## src/ffhta_pkg.sv

```systemverilog
`timescale 1ns / 1ps
package ffhta_pkg;

  localparam logic FUNC_ALLOC = 1'b0;
  localparam logic FUNC_FREE  = 1'b1;

  localparam logic [1:0] ST_OK   = 2'd0;
  localparam logic [1:0] ST_OOM  = 2'd1;
  localparam logic [1:0] ST_LEAK = 2'd2;
  localparam logic [1:0] ST_ZERO = 2'd3;

  localparam logic [31:0] HEAP_SIZE_RST = 32'd1048576;

  typedef struct packed {
    logic init_wr;
    logic start;
    logic walk;
    logic alloc_wr;
    logic alloc_wr2;
    logic merge1;
    logic merge2;
    logic merge3;
    logic place;
    logic place_rd;
    logic link;
    logic deliver;
  } cmd_t;

  typedef struct packed {
    logic imm_done;
    logic imm_place;
    logic is_free;
    logic fit;
    logic below;
    logic above;
    logic list_end;
    logic alloc_empty;
    logic prev_valid;
    logic merged;
    logic top_hit;
    logic spare_none;
    logic spare_fresh;
    logic out_free;
  } stat_t;

  function automatic logic [31:0] sat_add32(input logic [31:0] a, input logic [31:0] b);
    logic [32:0] s;
    s = {1'b0, a} + {1'b0, b};
    return s[32] ? 32'hFFFF_FFFF : s[31:0];
  endfunction

endpackage

```

## src/ffhta_ctrl.sv

```systemverilog
`timescale 1ns / 1ps
module ffhta_ctrl (
  input  logic              clk,
  input  logic              rst_n,
  input  logic              in_valid,
  output logic              in_ready,
  input  logic              cfg_we,
  input  ffhta_pkg::stat_t  st,
  output ffhta_pkg::cmd_t   cmd
);
  import ffhta_pkg::*;

  typedef enum logic [11:0] {
    S_INIT  = 12'b0000_0000_0001,
    S_IDLE  = 12'b0000_0000_0010,
    S_WALK  = 12'b0000_0000_0100,
    S_AWR   = 12'b0000_0000_1000,
    S_AWR2  = 12'b0000_0001_0000,
    S_MRG1  = 12'b0000_0010_0000,
    S_MRG2  = 12'b0000_0100_0000,
    S_MRG3  = 12'b0000_1000_0000,
    S_PLACE = 12'b0001_0000_0000,
    S_PRD   = 12'b0010_0000_0000,
    S_LINK  = 12'b0100_0000_0000,
    S_DONE  = 12'b1000_0000_0000
  } state_t;

  state_t state_r, state_nxt;

  assign in_ready = (state_r == S_IDLE) && !cfg_we;

  always_comb begin
    cmd           = '0;
    cmd.init_wr   = (state_r == S_INIT);
    cmd.start     = in_ready && in_valid;
    cmd.walk      = (state_r == S_WALK);
    cmd.alloc_wr  = (state_r == S_AWR);
    cmd.alloc_wr2 = (state_r == S_AWR2);
    cmd.merge1    = (state_r == S_MRG1);
    cmd.merge2    = (state_r == S_MRG2);
    cmd.merge3    = (state_r == S_MRG3);
    cmd.place     = (state_r == S_PLACE);
    cmd.place_rd  = (state_r == S_PRD);
    cmd.link      = (state_r == S_LINK);
    cmd.deliver   = (state_r == S_DONE);
  end

  always_comb begin
    state_nxt = state_r;
    unique case (state_r)
      S_INIT: state_nxt = S_IDLE;
      S_IDLE: begin
        if (cfg_we) begin
          state_nxt = S_INIT;
        end else if (cmd.start) begin
          if (st.imm_done) state_nxt = S_DONE;
          else if (st.imm_place) state_nxt = S_PLACE;
          else state_nxt = S_WALK;
        end
      end
      S_WALK: begin
        if (!st.is_free) begin
          if (st.fit) state_nxt = S_AWR;
          else if (st.list_end) state_nxt = S_DONE;
        end else begin
          if (st.below) state_nxt = S_MRG1;
          else if (st.above || st.list_end) state_nxt = S_PLACE;
        end
      end
      S_AWR: state_nxt = (st.alloc_empty && st.prev_valid) ? S_AWR2 : S_DONE;
      S_AWR2: state_nxt = S_DONE;
      S_MRG1: state_nxt = S_MRG2;
      S_MRG2: state_nxt = st.merged ? S_MRG3 : S_DONE;
      S_MRG3: state_nxt = S_DONE;
      S_PLACE: begin
        if (st.top_hit || st.spare_none) state_nxt = S_DONE;
        else if (st.spare_fresh) state_nxt = S_LINK;
        else state_nxt = S_PRD;
      end
      S_PRD: state_nxt = S_LINK;
      S_LINK: state_nxt = S_DONE;
      S_DONE: begin
        if (st.out_free) state_nxt = S_IDLE;
      end
      default: state_nxt = S_INIT;
    endcase
  end

  always_ff @(posedge clk) begin
    if (!rst_n) begin
      state_r <= S_INIT;
    end else begin
      state_r <= state_nxt;
    end
  end

`ifndef SYNTHESIS
  a_start_leaves_idle: assert property (@(posedge clk) disable iff (!rst_n)
    cmd.start |=> (state_r == S_WALK) || (state_r == S_PLACE) || (state_r == S_DONE))
    else $error("accepted item did not start work");
`endif
endmodule

```

## config.mk

```make
export PLATFORM = sky130hd
export DESIGN_NAME = ffhta_ctrl
export DESIGN_NICKNAME = d
export VERILOG_FILES = /design/src/ffhta_pkg.sv /design/src/ffhta_ctrl.sv
export SDC_FILE = /design/constraint.sdc
export NUM_CORES = 1
export LEC_CHECK = 0
export ABC_AREA = 1
export BUFFER_PORTS_ARGS = -buffer_cell sky130_fd_sc_hd__buf_2
export CORE_MARGIN = 8
export CORE_UTILIZATION = 50
export DETAILED_ROUTE_END_ITERATION = 10
export PLACE_DENSITY_LB_ADDON = 0.12
export SLEW_MARGIN = 10
export SYNTH_ARGS = -nofsm -noshare
export SYNTH_HDL_FRONTEND = slang
export SYNTH_SLANG_ARGS = --single-unit
```

## constraint.sdc

```tcl
create_clock -name clk -period 1.5 [get_ports clk]
set_input_delay 0 -clock clk [delete_from_list [all_inputs] [get_ports clk]]
set_output_delay 0 -clock clk [all_outputs]
set_load 0.005 [all_outputs]
```

== Word-level counts from Yosys, hierarchy flattened ==
Cells that the tools add are included.
Word-level totals
  bits in registers: 12
  input bits: 18
  output and inout port bits: 13
  logic and storage cells: 40
Cells by class
  eq/ne operators: 16
  mux-type cells: 15
  reduce and logical (&&, ||, !) cells: 8
Operators by type and width (number)
  two-way mux 12 bit: 12
  one-hot mux 12 bit (10 select lines): 1
  == test 12 x 1 -> 1 bit (second input constant): 1
  == test 12 x 10 -> 1 bit (second input constant): 1
  == test 12 x 11 -> 1 bit (second input constant): 1
  == test 12 bit (second input constant): 1
  == test 12 x 2 -> 1 bit (second input constant): 1
  == test 12 x 3 -> 1 bit (second input constant): 1
  == test 12 x 4 -> 1 bit (second input constant): 1
  == test 12 x 5 -> 1 bit (second input constant): 1
  == test 12 x 6 -> 1 bit (second input constant): 1
  == test 12 x 7 -> 1 bit (second input constant): 1
  == test 12 x 8 -> 1 bit (second input constant): 1
  == test 12 x 9 -> 1 bit (second input constant): 1
  two-way mux 11 bit: 1
  two-way mux 9 bit: 1
  != test 4 x 3 -> 1 bit (second input constant): 1
  != test 4 bit (second input constant): 1
  AND reduction 4 bit: 1
  logical AND 1 bit: 3
  != test 3 bit (second input constant): 1
  OR reduction 3 bit: 1
  logical OR 1 bit: 2
  != test 2 bit (second input constant): 1
  logical NOT 1 bit: 1

== Longest topological paths before layout ==
Gate-level depths: netlist of the first run.
  word-level depth: 6
  gate-level depth with buffers: 10
  depth with buffers taken out: 10

== Least setup slack after synthesis of the first run ==
No wires, ideal clock.
  path kind: flip-flop to flip-flop
  start point: register state_r[1]
  end point: register state_r[0]
  setup time: 120 ps
  arrival time: 1137 ps
  required time: 1380 ps
  path slack: 243 ps
  stages on the path, launching flop included: 10
  path buffers: 0
  period minus slack after synthesis: 1257 ps
  path through: dfxtp_1 > nor2_2 > nand2_2 > nor2_1 > and2_4 > nor2_1 > nand2_1 > nor2_1 > nand2_1 > nand3_1
RTL lines
  start: declaration: line ffhta_ctrl.sv:28  | state_t state_r, state_nxt;
  start signal: assignment: line ffhta_ctrl.sv:93  | state_r <= state_nxt;

==> metrics.md, run 1 <==
| Metric | Value |
|---|---|
| Run status | complete, no violations |
| Post-route DRC violation count | 0 |
| Finished Layout Cells | 230 |
| Total vias in the final route | 1096 |
| Hold crit path type | in -> reg |
| Worst reg-to-reg setup slack | 110 ps |
| Reg2Reg Depth | 7 |
| EDFF count, synth | 0 |
| Pin count of the biggest net entering global routing | 13 |
| Final HPWL DP | 2140 um |
| Site row count | 16 |
| Seq cells post-synth | 12 |
| Share of post-route cells with drive strength above 1 | 0.300 |
| Leakage | 0.802 nW |
| Final WL | 2650 um |
| Ys Warns | 0 |
| Global route overflow | 0 |
| Largest regs | state_r (12) |
| Critical Path AT | 1400 ps |
| Final-report max-slew violation count | 0 |
| Initial antenna violation count | 0 |
| Setup tns final | 0 ps |
| Hold Path Cell Cnt | 4 |
| RSZ-0062 raised after global routing | true |
| Initial Util | 0.510 |
| CP startpoint kind | flip-flop |
| Syn Nets | 181 |
| 1st-pass router iterations | 4 |
| Most frequent cells after synthesis | inv_1 (36), nand2_1 (36), nor2_1 (28) |
| Worst-margin pin slew | 256 ps |
| Clk_lat worst skew | 280 ps |
| Most used DFF post-synth | dfxtp_1 |
| Max reg flops | 12 |
| Seq/Total Area, Yosys | 0.248 |
| Register area | 240 um^2 |
| Dpl cells | 220 |
| Final #Nets | 222 |
| DIE HEIGHT | 60.0 um |
| Max-slew headroom | 0.828 |
| Post-DR wirelength/cell | 11.5 um |
| GRT Util Overall | 0.151 |
| Post-Synth Simple-Gate Area | 0.565 |
| Reg with most FFs | state_r |
| Layout Skew | 2.68 ps |
| Complex-gate fraction of the synthesized area | 0.0297 |
| Tcrit/Tclk final | 0.932 |
| Antenna cells | 0 |
| Finished Cell Area | 1260 um^2 |
| Synth unique cells | 24 |
| Power density over the cells | 703 nW/um^2 |
| Top-area cell type share of the netlist area | 0.248 |
| Maxcap violations | 0 |
| CTS tree | built |
| Hold Slack | 6.50 ps |
| Synthesized area | 970 um^2 |
| TritonCTS buffer count | 3 |
| Peak supply drop | 0.642 mV |
| Max FO, Critical Path | 4 |
| Mean post-synth cell area | 5.95 um^2 |
| Final ANT Viol Nets | 0 |
| Gate count of the mapped netlist | 163 |
| Layout area overhead | 29.9% |
| Top-level port count | 31 |
| Reg clk slew, reported paths | 80 ps |
| Fin. Hold Viols | 0 |
| CP required | 1500 ps |
| Vias in the first global route | 1026 |
| PnR Total Power | 885 uW |
| CTS Sinks | 12 |
| Maximum clock insertion buffer count | 2 |
| First-pass GRT wire length | 4160 um |
| CP Class | reg -> out |
| Drt via density | 4.77 |
| Area of the multi-input gates | 606 um^2 |
| GPL Wtd Cong | 0.931 |
| Placed cell areas | 1150 um^2 |
| Ys async rst share | 0 |
| # port buffers | 30 |
| Synth Area in XOR/XNOR | 0 |
| Root Driver | clkbuf_4 |
| Crit. End Element | output pin |
| Mux share of post-synthesis cell area | 0 |
| Filler cells | 181 |
| Largest area contributor in the netlist | dfxtp_1 |
| Die X-Extent | 60.0 um |
| Die area | 3600 um^2 |
| Final setup fails | 0 |
| FMAX | 0.715 GHz |
| Crit path time final | 1400 ps |
| Largest family of logic cells by synthesized area | simple AND/OR/NAND/NOR gates |
| Final Util | 0.663 |
| Setup WS post-layout | 101 ps |
| Placement Setup Slack | 82.4 ps |
| Initial DRC count | 29 |
| Synth Area in Adders | 0 |
| Placeable core area | 1900 um^2 |
| H-tree Lvls | 1 |
| Cells taking the most area after synthesis | dfxtp_1 (25%), inv_1 (14%), nand2_1 (14%), nor2_1 (11%), nand3_1 (7.7%) |
-- power breakdown --
part	internal, mW	switching [mW]	leakage (nW)
registers	0.336	0.0195	0.0973
clock network	0.148	0.114	0.0210
logic	0.111	0.157	0.683
-- cells in the final DEF, fill, tap and decap left out, types with 3 or more instances in the layout --
master         Yosys  layout
nor2_1            28      25
o21ai_0            3       3
dfxtp_1           12      12
dlygate4sd3_1      0       4
inv_1             36      36
nor3_1             6       4
nand2_1           36      36
nor2_4             5       5
nand3_1           15      15
nor2_2             2       6
clkbuf_4           0       3
buf_2              0      30
nand4_1            4       4
-- final timing paths --
path	start	end
setup reg to reg	state_r[6]	state_r[2]
setup / recovery	state_r[1]	cmd[6]
hold reg to reg	state_r[1]	state_r[1]
hold / removal	st[1]	state_r[9]
-- timing repair --
action | in CTS | in global routing
gates resized for setup | 0 | 6
hold buffers | 4 | 0
setup buffers | 0 | 1
hold endpoints to repair | 3 | 0
endpoints found under the setup margin | 0 | 16
-- critical path: stages (launching register included) --
cell,delay [ps]
dfxtp_1,360
nor2_2,150
nand2_2,110
nor3_1,250
buf_4,160
buf_2,100
-- routing by layer --
layer / GRT usage / part of all wire
met5: 0 / 0
met4: 0.0510 / 0.013
met3: 0.0344 / 0.065
met2: 0.268 / 0.49
met1: 0.172 / 0.44
-- final cells by class --
class                           count  area share
Inverter                           37       0.110
Timing Repair Buffer               36       0.163
Clock buffer                        4      0.0288
Sequential cell                    12       0.191
Multi-Input combinational cell    114       0.481
Tap cell                           27      0.0268
-- cells by family after synthesis --
kind of cell / after synthesis
and+or+nand+nor: 108
DFF: 12
buffers and inverters: 38
AOI/OAI and AO/OA: 5
Power figures use the tool's default switching activity.
==> run 2: changes to the inputs <==
CORE_MARGIN = default   (was 8)
==> run 2 against run 1 <==
The run now ends with negative hold slack left. Maximum frequency is 1.5% lower. Total power is 5.8% lower. Core utilization is 4.2 points higher. Sequential power about the same. Count of clock-buffer cells in the layout shrank 1. Setup slack got worse by 22 ps. Global-route usage is 9.2 points higher. Combinational power grew 3%. Via count grew 0.18%. Clock skew is 1.9 ps lower. Die area decreased by 41%.
==> metrics.md, run 2 (synthesis gave the netlist of run 1 again) <==
| Metric | Value |
|---|---|
| Run status | finished with violations (was complete, no violations) |
| Leakage | 0.793 nW (was 0.802 nW) |
| Placeable core area | 1760 um^2 (was 1900 um^2) |
| Drt via density | 4.84 (was 4.77) |
| Top-level port count | 31 (unchanged) |
| Antenna cells | 0 (unchanged) |
| Hold Slack | -1.85 ps (was 6.50 ps) |
| Layout Skew | 0.779 ps (was 2.68 ps) |
| Initial DRC count | 30 (was 29) |
| Maxcap violations | 0 (unchanged) |
| H-tree Lvls | 1 (unchanged) |
| Final HPWL DP | 1870 um (was 2140 um) |
| CP required | 1500 ps (about the same) |
| Hold EP | state_r[9] (unchanged) |
| Finished Cell Area | 1240 um^2 (was 1260 um^2) |
| # port buffers | 30 (unchanged) |
| Die area | 2120 um^2 (was 3600 um^2) |
| DIE HEIGHT | 46.0 um (was 60.0 um) |
| Hold Path Cell Cnt | 4 (unchanged) |
| CP Class | reg -> out (unchanged) |
| Failing checks | negative hold slack |
| CTS tree | built (unchanged) |
| Reg2Reg Depth | 9 (was 7) |
| Hold crit path type | in -> reg (unchanged) |
| Post-DR wirelength/cell | 10.5 um (was 11.5 um) |
| Commonest non-fill, non-tap cells in the layout | inv_1 (36), nand2_1 (35), buf_2 (30), nor2_1 (25), nand3_1 (15) (was inv_1 (36), nand2_1 (36), buf_2 (30), nor2_1 (25), nand3_1 (15)) |
| Final setup fails | 0 (unchanged) |
| Crit. End Element | output pin (unchanged) |
| Maximum clock insertion buffer count | 2 (unchanged) |
| GPL Wtd Cong | 0.858 (was 0.931) |
| WL met1 | 1110 um (was 1150 um) |
| RSZ-0062 raised after global routing | true (unchanged) |
| Initial antenna violation count | 0 (unchanged) |
| Critical Path AT | 1420 ps (was 1400 ps) |
| Power density over the cells | 670 nW/um^2 (was 703 nW/um^2) |
| Largest regs | state_r (12) (unchanged) |
| Max reg flops | 12 (unchanged) |
| Max FO, Critical Path | 8 (was 4) |
| GRT Util Overall | 0.244 (was 0.151) |
| Routed wire length on met2 | 1110 um (was 1290 um) |
| Met3 routed WL | 104 um (was 172 um) |
| Commonest non-fill, non-tap cell in the layout | inv_1 |
| 1st-pass router iterations | 4 (unchanged) |
| Peak supply drop | 0.363 mV (was 0.642 mV) |
| Placed cell areas | 1140 um^2 (was 1150 um^2) |
| Max-slew headroom | 0.784 (was 0.828) |
| Vias in the first global route | 905 (was 1026) |
| Final #Nets | 222 (unchanged) |
| Worst reg-to-reg setup slack | 100 ps (was 110 ps) |
| Share of post-route cells with drive strength above 1 | 0.292 (was 0.300) |
| Fin. Hold Viols | 1 (was 0) |
| Critical Path Source | state_r[8] (was state_r[1]) |
| Reg clk slew, reported paths | 70 ps (was 80 ps) |
| Hold_sp | st[1] (unchanged) |
| Die X-Extent | 46.0 um (was 60.0 um) |
| Reg with most FFs | state_r (unchanged) |
| Final Util | 0.705 (was 0.663) |
| Post-route DRC violation count | 0 (unchanged) |
| R2R Path End | state_r[11] (was state_r[2]) |
| Site row count | 15 (was 16) |
| Layout area overhead | 28.3% (was 29.9%) |
| FMAX | 0.704 GHz (was 0.715 GHz) |
| First-pass GRT wire length | 3630 um (was 4160 um) |
| Final WL | 2380 um (was 2650 um) |
| Top layer in use | met4 (unchanged) |
| Initial Util | 0.550 (was 0.510) |
| Global route overflow | 0 (unchanged) |
| Crit path time final | 1420 ps (was 1400 ps) |
| Pin count of the biggest net entering global routing | 13 (unchanged) |
| Total vias in the final route | 1098 (was 1096) |
| Clk_lat worst skew | 280 ps (about the same) |
| Tcrit/Tclk final | 0.947 (was 0.932) |
| CP startpoint kind | flip-flop (unchanged) |
| Final ANT Viol Nets | 0 (unchanged) |
| Final-report max-slew violation count | 0 (unchanged) |
| Root Driver | clkbuf_4 (unchanged) |
| Worst-margin pin slew | 321 ps (was 256 ps) |
| R2R Path Start | state_r[8] (was state_r[6]) |
| CTS Sinks | 12 (unchanged) |
| TritonCTS buffer count | 3 (unchanged) |
==> run 2: changes by cell type in the layout (fill, tap and decap cells not counted) <==
cell           before  now
dlygate4sd3_1       4    5
buf_4               2    1
nor3_1              4    5
nand2_1            36   35
nand2_2             2    3
clkbuf_8            1    0
nor3_2              2    1
==> run 2: area by class of cell <==
cell class | instances | area, um^2
multi-input combinational | 114 | 603
fill | 182 | 520
sequential | 12 | 240
timing repair buffer | 36 | 208
inverter | 37 | 139
tap | 25 | 31.3
clock buffer | 3 | 22.5
==> run 2: what timing repair did <==
action                                 CTS  global route
hold buffers                             5             0
endpoints found under the hold margin    3             0
setup endpoints to repair                0             7
setup buffers                            0             1
resized for setup                        0             6
==> run 2: worst max path at each step <==
stage / endpoint / slack (ps) / cells after the start
floorplan: state_r[0] / 240 / 9
global placement: state_r[0] / 80 / 9
detailed placement: state_r[0] / 30 / 9
CTS: state_r[0] / 30 / 9
global route: state_r[11] / -10 / 9
finish: cmd[9] / 80 / 6
==> run 2: report_power, final <==
part           internal (mW)  switching (mW)  leakage, nW
clock network         0.0933           0.111       0.0138
registers              0.336          0.0185       0.0973
logic                  0.114           0.161        0.682
==> run 2: per-stage QoR <==
step                TNS, ps  power [mW]  setup WS [ps]  cells
floorplan                 0       0.537            243    163
global placement          0       0.602           76.3    217
detailed placement        0       0.609           34.8    217
CTS                       0       0.817           26.9    225
global route          -11.5       0.886          -9.97    227
finish                    0       0.834           79.4    227
==> run 2: routing by layer <==
layer	up-vias	global-route usage
met2	32	0.397
met5	-	0
met3	7	0.0357
met4	0	0.112
met1	484	0.312
li1	575	-
==> run 2: critical path, cell delays in order (launching register included) <==
cell	delay (ps)
dfxtp_1	330
nor2_2	130
nand2_2	130
nor2_8	190
nand2_1	140
inv_1	110
buf_2	110
==> run 3: changes to the inputs <==
MAX_ROUTING_LAYER = met4   (was default)
==> run 3 against run 2 <==
The run now ends clean. Hold slack better by 4.3 ps. Wire length down 0.84%. Via count down 1.6%. First-iteration DRC count down 20%. Critical path type unchanged. Largest cell class unchanged.
==> metrics.md, run 3 (synthesis gave the netlist of run 1 again) <==
| Metric | Value |
|---|---|
| Leakage | 0.793 nW (unchanged) |
| Largest regs | state_r (12) (unchanged) |
| Biggest cell delay along the critical path | 330 ps (about the same) |
| Total vias in the final route | 1080 (was 1098) |
| Filler cells | 182 (unchanged) |
| Critical Path AT | 1410 ps (was 1420 ps) |
| CP Class | reg -> out (unchanged) |
| First-pass GRT wire length | 3630 um (unchanged) |
| Crit path max-delay cell type | dfxtp_1 (unchanged) |
| RSZ-0062 raised after global routing | true (unchanged) |
| Final ANT Viol Nets | 0 (unchanged) |
| Global route overflow | 0 (unchanged) |
| Tcrit/Tclk final | 0.942 (was 0.947) |
| Pin count of the biggest net entering global routing | 13 (unchanged) |
| Die X-Extent | 46.0 um (unchanged) |
| Worst-margin pin slew | 327 ps (was 321 ps) |
| Layout Skew | 4.55 ps (was 0.779 ps) |
| Initial DRC count | 24 (was 30) |
| Final #Nets | 222 (unchanged) |
| TritonCTS buffer count | 3 (unchanged) |
| Reg clk slew, reported paths | 70 ps (about the same) |
| Site row count | 15 (unchanged) |
| Peak supply drop | 0.363 mV (about the same) |
| Commonest non-fill, non-tap cell in the layout | inv_1 (unchanged) |
| Reg2Reg Depth | 9 (unchanged) |
| Run status | complete, no violations (was finished with violations) |
| Crit-path cells | nor2_2 > nand2_2 > nor2_8 > nand2_1 > inv_1 > buf_2 (unchanged) |
| Maximum clock insertion buffer count | 2 (unchanged) |
| H-tree Lvls | 1 (unchanged) |
| GPL Wtd Cong | 0.872 (was 0.858) |
| CTS tree | built (unchanged) |
| Placement Setup Slack | 34.8 ps (unchanged) |
| Finished Cell Area | 1240 um^2 (unchanged) |
| Initial antenna violation count | 0 (unchanged) |
| Max reg flops | 12 (unchanged) |
| Setup tns final | 0 ps (unchanged) |
| Layout area overhead | 28.3% (unchanged) |
| Hold Path Cell Cnt | 4 (unchanged) |
| DIE HEIGHT | 46.0 um (unchanged) |
| Vias in the first global route | 905 (unchanged) |
| Top-level port count | 31 (unchanged) |
| Antenna cells | 0 (unchanged) |
| Crit. End Element | output pin (unchanged) |
| Delay-heaviest family, CP | simple AND/OR/NAND/NOR gates (unchanged) |
| WP buf/inv | 2 (unchanged) |
| Final-report max-slew violation count | 0 (unchanged) |
| Crit path time final | 1410 ps (was 1420 ps) |
| Clk_lat worst skew | 280 ps (about the same) |
| 1st-pass router iterations | 4 (unchanged) |
| Reg with most FFs | state_r (unchanged) |
| Initial Util | 0.550 (unchanged) |
| Placed cell areas | 1140 um^2 (unchanged) |
| Final HPWL DP | 1870 um (unchanged) |
| Root Driver | clkbuf_4 (unchanged) |
| Maxcap violations | 0 (unchanged) |
| Commonest non-fill, non-tap cells in the layout | inv_1 (36), nand2_1 (35), buf_2 (30), nor2_1 (25), nand3_1 (15) (unchanged) |
| Max-slew headroom | 0.780 (was 0.784) |
| Drt via density | 4.76 (was 4.84) |
| Setup WS post-layout | 86.6 ps (was 79.4 ps) |
| Critical path depth | 6 (unchanged) |
| Placeable core area | 1760 um^2 (unchanged) |
| # port buffers | 30 (unchanged) |
| Final setup fails | 0 (unchanged) |
| Critical Path Source | state_r[8] (unchanged) |
| Hold crit path type | in -> reg (unchanged) |
| Share of post-route cells with drive strength above 1 | 0.292 (unchanged) |
| Final WL | 2360 um (was 2380 um) |
| Fin. Hold Viols | 0 (was 1) |
| Hold_sp | st[1] (unchanged) |
| CP required | 1500 ps (about the same) |
| Final Util | 0.705 (unchanged) |
| Post-DR wirelength/cell | 10.4 um (was 10.5 um) |
| FMAX | 0.708 GHz (was 0.704 GHz) |
| GRT Util Overall | 0.251 (was 0.244) |
| CP startpoint kind | flip-flop (unchanged) |
| Max FO, Critical Path | 8 (unchanged) |
| CTS Sinks | 12 (unchanged) |
| R2R Path Start | state_r[8] (unchanged) |
| Power density over the cells | 673 nW/um^2 (was 670 nW/um^2) |
| Die area | 2120 um^2 (unchanged) |
| Post-route DRC violation count | 0 (unchanged) |
run 3: final cells by class:
| class | count | area (um^2) | share of cell area |
|---|---|---|---|
| clock buffers | 3 | 22.5 | 0.0181 |
| inverters | 37 | 139 | 0.112 |
| multi-input cells | 114 | 603 | 0.485 |
| flip-flops and latches | 12 | 240 | 0.193 |
| well taps | 25 | 31.3 | 0.0252 |
| repair buffers | 36 | 208 | 0.167 |
run 3: timing repair:
item	4_1_cts	5_1_grt
hold endpoints to repair	3	0
endpoints found under the setup margin	0	7
gates resized for setup	0	6
setup buffers	0	1
hold buffers	5	0
run 3: where the power goes:
part / leakage, nW / internal (mW) / switching, mW
Clock: 0.0138 / 0.0932 / 0.113
Sequential: 0.0973 / 0.336 / 0.0187
Combinational: 0.682 / 0.114 / 0.161
Total: 0.793 / 0.544 / 0.293
run 3: worst register-to-register path, stage by stage, from the launching register on:
cell     delay, ps
dfxtp_1        330
nor2_2         130
nand2_2        130
nor2_8         190
nand4_1        160
nand2_4        130
inv_1           60
nand2_1         70
nor2_1          40
nor2_1         100
run 3: path summary, 6_finish.rpt:
check | slack (ps) | end
hold / removal | 2 | state_r[9]
hold reg to reg | 540 | state_r[1]
setup reg to reg | 100 | state_r[11]
setup / recovery | 90 | cmd[9]
run 3: per-stage QoR:
stage	hold WS, ps	instances	power [mW]
after detailed placement	251	217	0.609
after CTS	4.53	225	0.817
final	2.45	227	0.836
after global placement	250	217	0.602
after global routing	15.1	227	0.886
after floorplan	92.3	163	0.537
run 3: per-layer routing:
metal | GRT usage | vias up | share of wire
met2 | 0.397 | 26 | 0.47
met3 | 0.0357 | 8 | 0.033
li1 | - | 576 | -
met5 | - | - | 0
met4 | 0.112 | 0 | 0.022
met1 | 0.312 | 470 | 0.48
